## config.mk

```make
export PLATFORM = sky130hd
export DESIGN_NAME = swp_cfg
export DESIGN_NICKNAME = d
export VERILOG_FILES = /design/src/hw/rtl/swp_pkg.sv /design/src/hw/rtl/swp_cfg.sv
export SDC_FILE = /design/constraint.sdc
export NUM_CORES = 1
export LEC_CHECK = 0
export BUFFER_PORTS_ARGS = -buffer_cell sky130_fd_sc_hd__buf_4
export CAP_MARGIN = 20
export CORE_ASPECT_RATIO = 0.9
export CORE_MARGIN = 2
export CORE_UTILIZATION = 41
export CTS_CLUSTER_DIAMETER = 100
export DETAILED_ROUTE_END_ITERATION = 8
export PLACE_DENSITY = 0.88
export SYNTH_ARGS = -nofsm -noshare
export SYNTH_HDL_FRONTEND = slang
export SYNTH_SLANG_ARGS = --single-unit
```

## constraint.sdc

```tcl
create_clock -name clk -period 2.3 [get_ports clk]
set_clock_uncertainty 0.2 [all_clocks]
set_input_delay 0.23 -clock clk [delete_from_list [all_inputs] [get_ports clk]]
set_output_delay 0.23 -clock clk [all_outputs]
set_load 0.01 [all_outputs]
```

## src/hw/rtl/swp_pkg.sv

```systemverilog
// Shared constants, types and register codes for the sliding-window percentile block.
// No dependencies; every other file in hw/rtl refers to this package by scoped names.
package swp_pkg;

  localparam int WINDOW_MAX = 64;
  localparam int DATA_W     = 32;
  localparam int CFG_W      = 7;
  localparam int COUNT_W    = 7;
  localparam int AGE_W      = $clog2(WINDOW_MAX);
  localparam int CNT_W      = $clog2(WINDOW_MAX + 1);

  localparam logic [CFG_W-1:0] WINDOW_SIZE_RESET = CFG_W'(64);
  localparam logic [CFG_W-1:0] PERCENT_RESET     = CFG_W'(50);
  localparam logic [CFG_W-1:0] PERCENT_FULL      = CFG_W'(100);

  // APB register map: index = paddr[ADDR_W-1:2]
  localparam int NUM_REGS = 2;
  localparam int IDX_W    = $clog2(NUM_REGS);
  localparam int ADDR_W   = IDX_W + 2;
  localparam logic [IDX_W-1:0] REG_WINDOW_SIZE = IDX_W'(0);
  localparam logic [IDX_W-1:0] REG_PERCENT     = IDX_W'(1);

  // Rank select: popcount chunks and divide-by-100 via reciprocal
  localparam int CHUNK      = (WINDOW_MAX < 8) ? WINDOW_MAX : 8;
  localparam int NUM_CHUNKS = (WINDOW_MAX + CHUNK - 1) / CHUNK;
  localparam int CHUNK_CW   = $clog2(CHUNK + 1);
  localparam int PROD_W     = CNT_W + CFG_W;
  localparam int RECIP_W    = 18;
  localparam int RECIP_SH   = 24;
  localparam logic [RECIP_W-1:0] RECIP = RECIP_W'(167773);  // ceil(2^24 / 100)
  localparam int RANK_PROD_W = PROD_W + RECIP_W;
  localparam int RANK_LAT   = 4;
  localparam int LAT_W      = $clog2(RANK_LAT + 1);

  // What one cell shows its neighbors and the rank logic
  typedef struct packed {
    logic              valid;
    logic              evict;     // holds the oldest sample, leaving this step
    logic              above_ev;  // sits after the leaving cell in order
    logic              gt_new;    // value strictly greater than the new sample
    logic [DATA_W-1:0] value;
    logic [AGE_W-1:0]  age;
  } swp_link_t;

endpackage

```

## src/hw/rtl/swp_cfg.sv

```systemverilog
// APB register file: window_size and percent, with clamped effective values.
// Depends on swp_pkg.
module swp_cfg (
  input  logic                        clk,
  input  logic                        rst,
  input  logic                        psel,
  input  logic                        penable,
  input  logic                        pwrite,
  input  logic [swp_pkg::ADDR_W-1:0]  paddr,
  input  logic [31:0]                 pwdata,
  output logic [31:0]                 prdata,
  output logic                        pready,
  output logic [swp_pkg::CNT_W-1:0]   ws_eff,
  output logic [swp_pkg::CFG_W-1:0]   pc_eff
);

  logic [swp_pkg::CFG_W-1:0] window_size;
  logic [swp_pkg::CFG_W-1:0] percent;
  logic [swp_pkg::IDX_W-1:0] reg_idx;
  logic                      wr_en;

  assign pready  = 1'b1;
  assign reg_idx = paddr[swp_pkg::ADDR_W-1:2];
  assign wr_en   = psel && penable && pwrite && pready;

  always_ff @(posedge clk) begin
    if (rst) begin
      window_size <= swp_pkg::WINDOW_SIZE_RESET;
      percent     <= swp_pkg::PERCENT_RESET;
    end else if (wr_en) begin
      case (reg_idx)
        swp_pkg::REG_WINDOW_SIZE: window_size <= pwdata[swp_pkg::CFG_W-1:0];
        swp_pkg::REG_PERCENT:     percent     <= pwdata[swp_pkg::CFG_W-1:0];
        default: ;
      endcase
    end
  end

  always_comb begin
    case (reg_idx)
      swp_pkg::REG_WINDOW_SIZE: prdata = 32'(window_size);
      swp_pkg::REG_PERCENT:     prdata = 32'(percent);
      default:                  prdata = '0;
    endcase
  end

  // zero acts as one, oversize saturates at the history depth
  always_comb begin
    if (window_size == '0) begin
      ws_eff = swp_pkg::CNT_W'(1);
    end else if (32'(window_size) > 32'(swp_pkg::WINDOW_MAX)) begin
      ws_eff = swp_pkg::CNT_W'(swp_pkg::WINDOW_MAX);
    end else begin
      ws_eff = swp_pkg::CNT_W'(window_size);
    end
  end

  assign pc_eff = (percent > swp_pkg::PERCENT_FULL) ? swp_pkg::PERCENT_FULL : percent;

endmodule

```

==> flow_summary.ini <==
[run_status]
status = finished clean

[critical_path]
slowest_delay_ns = 0.36
cp_data_arrival_time_ns = 1.50
required_ns = 1.87
path_cells = or3_1 > o41ai_1 > buf_4
setup.worst_path.end_class = output port
critPathTopFamily = simple AND/OR/NAND/NOR gates
critPathBufInv = 1
slowest_stage = or3_1
crit_type = reg2out
critPathMaxFanout = 4
cp-start-kind = flip-flop

[clocking]
post_cts_buffers = 0
htree_levels = 1
path_clk_slew_ns = 0.08
cts-root-buf = clkbuf_4
cts_hold_buf = 0
cts_buffers = 3
cts_tree = built
clkLatencyLatePin_ns = 0.28
clock_sink_count = 14
cts_resized = 0
clockBufferDepth = 2

[yosys]
yosysWarnings = 0
yosysTopAreaCell = dfxtp_1
synthArstFlopShare = 0
netlist.area_leader.share = 0.276
syn_area_um2 = 1020
ys_seq_elements = 14
synth_edf_count = 0
synth_flop_cell = dfxtp_1
synthCells = 116
yosys-top-cells-area = dfxtp_1 (28%), buf_4 (19%), mux2i_1 (14%)
yosysMostFrequentCell = buf_4
synth_common_cells = buf_4 (26), nand2b_1 (17), dfxtp_1 (14), mux2i_1 (14), nor2_1 (9)
synth-seq-area-share = 0.276
synth.distinct_cells = 21
syn_avg_cell_area_um2 = 8.77

[place]
gp_congestion = 0.784
place_inst = 166
portBuffers = 33
place_hpwl_um = 1590

[die]
pin_count = 87
rows = 17
die_w_um = 56.5
dieArea_um2 = 2900
initial_core_util = 0.423
die_h_um = 51.3
core_um2 = 2400

[sta]
maxSlewViolCount = 0
fin_setup_tns_ns = 0
fin_crit_ns = 1.93
fmax_mhz = 517
fin_crit_sh = 0.840
rsz0062_at_grt = false
finalSetupViolCount = 0
finalHoldViolCount = 0

[power]
ir_drop_uv = 239
cellPowerDensity_nw_per_um2 = 421
cellLeakagePower_nw = 0.544

[routing]
drt_iter0_drc = 11
drc = 0
routed_wl_um = 1980
postRouteAntennaNets = 0
wire_per_inst_um = 11.7
vias = 761
viasPerCell = 4.50
dr.pass1.iters = 4

[finish]
stdcell_count = 169
drive_gt1_frac = 0.312
area_growth_pct = 14.8
antennaDiodeCount = 0
finalNetCount = 183

[global_routing]
grt_usage = 0.150
grt_pass1_vias = 662
grt_overflow_total = 0
grt_pass1_wl_um = 3240
grt_max_degree = 26
antenna_found_initial = 0

[run]
drv_cap = 0

[min_path]
hold_class = in2reg
-- power by group --
| group | internal (mW) | switching (mW) |
|---|---|---|
| clock | 0.0608 | 0.0772 |
| sequential | 0.248 | 0.00592 |
| combinational | 0.0471 | 0.0530 |
-- worst min-delay path: stages --
cell     delay (ns)
buf_4          0.08
nor2_1         0.04
mux2i_1        0.11
-- state kept, by name, summed over array words and instances, names as in the netlist --
| signal | flops |
|---|---|
| percent | 7 |
| window_size | 7 |
-- final timing paths --
path | startpoint | endpoint | slack [ns] | depth (start not counted)
setup / recovery | window_size[1]$_SDFFE_PP0P_ | ws_eff[0] | 0.37 | 3
hold / removal | pwdata[1] | percent[1]$_SDFFE_PP1P_ | 0.02 | 3
setup reg to reg | window_size[6]$_SDFFE_PP1P_ | window_size[6]$_SDFFE_PP1P_ | 1.30 | 2
hold reg to reg | percent[0]$_SDFFE_PP0P_ | percent[0]$_SDFFE_PP0P_ | 0.29 | 2
-- cells in the final DEF, fill, tap and decap left out, drive strengths merged --
cell    Yosys  routed
and2        4       4
and4        1       1
and4b       1       1
buf        28      33
clkbuf      7       3
conb        2      26
dfxtp      14      14
mux2        7       7
mux2i      14      14
nand2       1       1
nand2b     17      17
nand4       1       1
nor2        9       9
nor2b       5       5
o21bai      1       1
o311ai      1       1
o41ai       1       1
or2b        1       1
or3         1       1
-- cells by family (layout without fill, tap and decap cells) --
kind of cell           count (synthesis)  after routing  synth area share
AOI/OAI and AO/OA                      3              3            0.0246
buffers and inverters                 35             36             0.241
DFF                                   14             14             0.276
muxes                                 21             21             0.215
other                                  2             26           0.00738
and+or+nand+nor                       41             41             0.236
-- layout make-up --
class                   instances  area [µm²]
fillers                       248        1240
well taps                      28        35.0
clock buffers                   3        22.5
multi-input cells              91         582
flip-flops and latches         14         280
repair buffers                 33         248
-- metrics by stage --
step / power [mW] / area [µm²] / worst slack, ns / util / hold slack (ns)
2_1_floorplan: 0.354 / 1110 / 0.777 / - / 0.185
3_3_place_gp: 0.356 / 1140 / 0.724 / 0.476 / 0.269
3_5_place_dp: 0.360 / 1140 / 0.719 / 0.476 / 0.289
4_1_cts: 0.496 / 1170 / 0.388 / 0.486 / 0.0195
5_1_grt: 0.517 / 1170 / 0.312 / 0.486 / 0.0179
6_report: 0.492 / 1170 / 0.368 / 0.486 / 0.0201
-- routing by layer --
metal,track usage,share of wire
met1,0.183,0.42
met2,0.244,0.48
met3,0.0405,0.077
met4,0.0714,0.020
met5,0,0
(Power assumes the default switching activity.)
