==> src/hw/rtl/swp_pkg.sv <==
// Shared constants, types and register codes for the sliding-window percentile block.
// No dependencies; every other file in hw/rtl refers to this package by scoped names.
package swp_pkg;

  localparam int WINDOW_MAX = 64;
  localparam int DATA_W     = 32;
  localparam int CFG_W      = 7;
  localparam int COUNT_W    = 7;
  localparam int AGE_W      = $clog2(WINDOW_MAX);
  localparam int CNT_W      = $clog2(WINDOW_MAX + 1);

  localparam logic [CFG_W-1:0] WINDOW_SIZE_RESET = CFG_W'(64);
  localparam logic [CFG_W-1:0] PERCENT_RESET     = CFG_W'(50);
  localparam logic [CFG_W-1:0] PERCENT_FULL      = CFG_W'(100);

  // APB register map: index = paddr[ADDR_W-1:2]
  localparam int NUM_REGS = 2;
  localparam int IDX_W    = $clog2(NUM_REGS);
  localparam int ADDR_W   = IDX_W + 2;
  localparam logic [IDX_W-1:0] REG_WINDOW_SIZE = IDX_W'(0);
  localparam logic [IDX_W-1:0] REG_PERCENT     = IDX_W'(1);

  // Rank select: popcount chunks and divide-by-100 via reciprocal
  localparam int CHUNK      = (WINDOW_MAX < 8) ? WINDOW_MAX : 8;
  localparam int NUM_CHUNKS = (WINDOW_MAX + CHUNK - 1) / CHUNK;
  localparam int CHUNK_CW   = $clog2(CHUNK + 1);
  localparam int PROD_W     = CNT_W + CFG_W;
  localparam int RECIP_W    = 18;
  localparam int RECIP_SH   = 24;
  localparam logic [RECIP_W-1:0] RECIP = RECIP_W'(167773);  // ceil(2^24 / 100)
  localparam int RANK_PROD_W = PROD_W + RECIP_W;
  localparam int RANK_LAT   = 4;
  localparam int LAT_W      = $clog2(RANK_LAT + 1);

  // What one cell shows its neighbors and the rank logic
  typedef struct packed {
    logic              valid;
    logic              evict;     // holds the oldest sample, leaving this step
    logic              above_ev;  // sits after the leaving cell in order
    logic              gt_new;    // value strictly greater than the new sample
    logic [DATA_W-1:0] value;
    logic [AGE_W-1:0]  age;
  } swp_link_t;

endpackage

==> src/hw/rtl/swp_cell.sv <==
// One cell of the sorted history chain: a sample and its age.
// Depends on swp_pkg; neighbors exchange swp_link_t every cycle.
module swp_cell (
  input  logic                         clk,
  input  logic                         load,
  input  logic                         valid,
  input  logic                         evicting,
  input  logic [swp_pkg::DATA_W-1:0]   new_value,
  input  logic [swp_pkg::DATA_W-1:0]   ev_value,
  input  swp_pkg::swp_link_t           left,
  input  swp_pkg::swp_link_t           right,
  output swp_pkg::swp_link_t           link
);

  logic [swp_pkg::DATA_W-1:0] value;
  logic [swp_pkg::AGE_W-1:0]  age;
  logic [swp_pkg::DATA_W-1:0] value_next;
  logic [swp_pkg::AGE_W-1:0]  age_next;
  logic is_ev, above_ev, gt_new;
  logic from_self, from_right, from_left;

  // order is (value ascending, age descending); the leaving cell is the
  // oldest, so it comes first among equal values
  assign gt_new   = valid && ($signed(value) > $signed(new_value));
  assign is_ev    = evicting && valid && (age == swp_pkg::AGE_W'(swp_pkg::WINDOW_MAX - 1));
  assign above_ev = evicting && valid && !is_ev && ($signed(value) >= $signed(ev_value));

  assign link = '{valid: valid, evict: is_ev, above_ev: above_ev, gt_new: gt_new,
                  value: value, age: age};

  // final slot of a kept cell = index - above_ev + gt_new
  assign from_self  = valid && !is_ev && (above_ev == gt_new);
  assign from_right = right.above_ev && !right.gt_new;
  assign from_left  = left.gt_new && !left.above_ev && !left.evict;

  always_comb begin
    if (from_self) begin
      value_next = value;
      age_next   = age + swp_pkg::AGE_W'(1);
    end else if (from_right) begin
      value_next = right.value;
      age_next   = right.age + swp_pkg::AGE_W'(1);
    end else if (from_left) begin
      value_next = left.value;
      age_next   = left.age + swp_pkg::AGE_W'(1);
    end else begin
      value_next = new_value;
      age_next   = '0;
    end
  end

  always_ff @(posedge clk) begin
    if (load) begin
      value <= value_next;
      age   <= age_next;
    end
  end

endmodule

==> config.mk <==
export PLATFORM = sky130hd
export DESIGN_NAME = swp_cell
export DESIGN_NICKNAME = d
export VERILOG_FILES = /design/src/hw/rtl/swp_pkg.sv /design/src/hw/rtl/swp_cell.sv
export SDC_FILE = /design/constraint.sdc
export NUM_CORES = 1
export LEC_CHECK = 0
export BUFFER_PORTS_ARGS = -buffer_cell sky130_fd_sc_hd__clkbuf_2
export CAP_MARGIN = 30
export CORE_ASPECT_RATIO = 1.25
export CORE_MARGIN = 3
export CORE_UTILIZATION = 45
export DETAILED_ROUTE_END_ITERATION = 8
export GPL_ROUTABILITY_DRIVEN = 0
export PLACE_DENSITY = 0.77
export REMOVE_ABC_BUFFERS = 1
export SLEW_MARGIN = 25
export SYNTH_ARGS = -nofsm -noshare
export SYNTH_HDL_FRONTEND = slang
export SYNTH_SLANG_ARGS = --single-unit
export TNS_END_PERCENT = 10
==> constraint.sdc <==
create_clock -name clk -period 7.4 [get_ports clk]
set_input_delay 1.48 -clock clk [delete_from_list [all_inputs] [get_ports clk]]
set_output_delay 1.48 -clock clk [all_outputs]
set_load 0.02 [all_outputs]
==> key figures <==
Setup path
  – CP Cell Sequence: clkbuf_2, inv_1, ha_1, nand4_1, nor4_2, a21boi_2, o31ai_1, nand3b_1, mux2i_4, clkbuf_2
  – CP arrival: approximately 3.5 ns
  – Critical Path Slowest Stage Cell: nor4_2
  – Buf+Inv Stages, Crit Path: 3
  – Data required, critical path: about 6 ns
  – CP dominant cell by count: clkbuf_2
  – Crit start category: input pin
  – Worst path top cell family by delay: simple AND/OR/NAND/NOR gates
  – Crit-path max cell delay: around 0.40 ns
  – CP max FO: 3
  – Critical path type: input pin to output pin
  – Crit. End Element: output pin

Global routing
  – Vias in the first global route: 3863
  – First-pass GRT wire length: roughly 17 mm
  – Pin count of the biggest net entering global routing: a little under 70
  – Antenna violations before repair: 0
  – Gr usage total: 21.55%
  – GRT overflow: 0

Route
  – Drt pass-1 iters: 4
  – Final antenna-violating net count: 0
  – Drt total wl: between 10 and 15 mm
  – DRC violations left: 0
  – Avg Vias per Cell: about 5.2
  – DR vias: 3905
  – 1st-iter DRT viols: 117
  – Drt wl/cell: approximately 14 um

Synth
  – Number of synthesized register bits: 38
  – Avg Synthesized Cell Area: 8.274 sq um
  – Syn Inst Count: 470
  – Yosys cell types: 44
  – Mapped cell area: a little under 4000 sq um
  – Post-synth ARST share: 0%
  – Seq/Total Area, Yosys: a little under 30%
  – Post-synth EDFFs: 38
  – Main synth FF type: edfxtp_1
  – Yosys warns: 0

Floorplanning
  – Die W: a little under 90 um
  – Num rows: 37
  – Die H: around 110 um
  – Initial Utilization: 46.67%
  – Die area: about 10000 sq um
  – Core Area: 8333 sq um
  – IO Count: approximately 190

Clocking
  – Root Buffer: clkbuf_8
  – TritonCTS Buffers: 5
  – CTS HTree Levels: 2
  – Clock sinks: 38
  – Post-CTS Setup Bufs: 0
  – Cts repair resizes: 0
  – Clock buffer depth: 2
  – Clock-pin slew on the worst setup and hold paths: approximately 0.070 ns
  – TritonCTS clock tree: done
  – Clk Latency, worst-skew pair: around 0.30 ns
  – Hold_buf cts: 0

STA
  – Final TNS setup: 0 ns
  – Final setup viols: 0
  – RSZ-0062 raised after global routing: false
  – Hold Fails Final Rpt: 0
  – Setup Skew: about 0.0074 ns
  – Tmin final: 5.022 ns
  – Slew @ Worst Pin: about 0.8 ns
  – Slew margin rel.: between 40% and 50%
  – Tcrit/Tclk final: approximately two thirds
  – Slew Viols, Final: 0
  – Max Clk Rate: between 0.15 and 0.2 GHz

Cells and area
  – Commonest cells after routing, fill and taps aside: clkbuf_2 (190), ha_1 (67), inv_1 (64)
  – ANT cells: 0
  – Fillers: roughly 760
  – Nets: roughly 870
  – Commonest non-fill, non-tap cell in the layout: clkbuf_2
  – Non-filler instance count after layout: roughly 750
  – Area Overhead vs Synth: 28.02%
  – Layout cell share with drive strength beyond 1: 32.77%

Run
  – MaxCap Viol Count: 0

Min path
  – Min-Delay Path Class: flip-flop to flip-flop

Placed design
  – Port-buffer cells: 190
  – Dpl hpwl: between 8 and 9 mm
  – Dpl cells: 740

Power
  – Lkg Pwr: 2.639 nW
  – Pwr dens: about 140 nW/um^2
  – Worst vdd ir: ~76 uV

Outcome
  – Run status: complete, no violations
## final cells by class
type	instances	area (sq um)	area share, %
multi-input cells	349	2434	48.88
flip-flops and latches	38	1141	22.92
clock buffers	7	76.32	1.533
well taps	97	121.4	2.438
inverters	64	240.2	4.825
repair buffers	192	965.9	19.40
## metrics by stage
| step | util [%] | hold WS (ns) | worst slack, ns | cell area, sq um | power (mW) |
|---|---|---|---|---|---|
| 2_1_floorplan | - | 0.7690 | 1.360 | 3802 | 0.4545 |
| 3_3_place_gp | 58.83 | 0.6570 | 2.358 | 4902 | 0.5500 |
| 3_5_place_dp | 58.83 | 0.6777 | 2.359 | 4902 | 0.5589 |
| 4_1_cts | 59.74 | 0.6885 | 2.345 | 4979 | 0.7011 |
| 5_1_grt | 59.74 | 0.7050 | 2.156 | 4979 | 0.7461 |
| 6_report | 59.74 | 0.6861 | 2.378 | 4979 | 0.6939 |
## worst paths after layout
kind                       from        end  slack (ns)  depth (start not counted)
setup reg to reg      value[14]  value[20]        3.84                          9
hold reg to reg          age[0]     age[0]        0.69                          1
setup / recovery  new_value[14]   link[38]        2.38                         10
hold / removal           age[0]     age[0]        0.69                          1
## power breakdown
part,switching (mW),internal (mW)
logic,0.149,0.117
registers,0.0196,0.267
clock network,0.0764,0.0650
total,0.245,0.449
## cell families (layout without fill, tap and decap cells)
group	Yosys count	in the layout	synth area share, %
compound gates	120	120	17.25
xor+xnor	12	12	2.703
fa+ha+maj	67	67	21.56
buf+inv	83	263	8.398
flops	38	38	29.34
mux	9	9	3.475
simple gates	141	141	17.28
## synthesized netlist by cell type, types with 2 or more instances
master	n	area, sq um
a21oi_1	57	285.3
buf_4	4	30.03
mux2_4	4	60.06
nand2b_1	3	18.77
nor2_1	39	146.4
nand2_1	51	191.4
o21ai_0	40	200.2
mux2i_1	3	30.03
a221o_1	2	20.02
buf_1	2	7.510
o22ai_1	3	18.77
nor2b_1	3	18.77
inv_1	64	240.2
clkbuf_1	13	48.80
xnor2_1	4	35.03
a21o_1	6	45.04
nand3_1	14	70.07
o211ai_1	4	30.03
nor4_1	2	12.51
edfxtp_1	38	1141
ha_1	67	838.3
mux2i_4	2	45.04
nand4_1	13	81.33
xor2_1	8	70.07
and3_1	5	31.28
## flip-flops by register name, summed over array words and instances (netlist names)
| name | cells |
|---|---|
| value | 32 |
| age | 6 |
## per-layer routing
layer	vias to the layer above	track usage, %	share of wire [%]
li1	2007	-	-
met1	1762	24.49	40
met2	122	40.57	53
met3	14	3.298	5.7
met4	0	6.383	1.4
met5	-	0	0
Note: power is estimated with default switching activity, not from simulation.
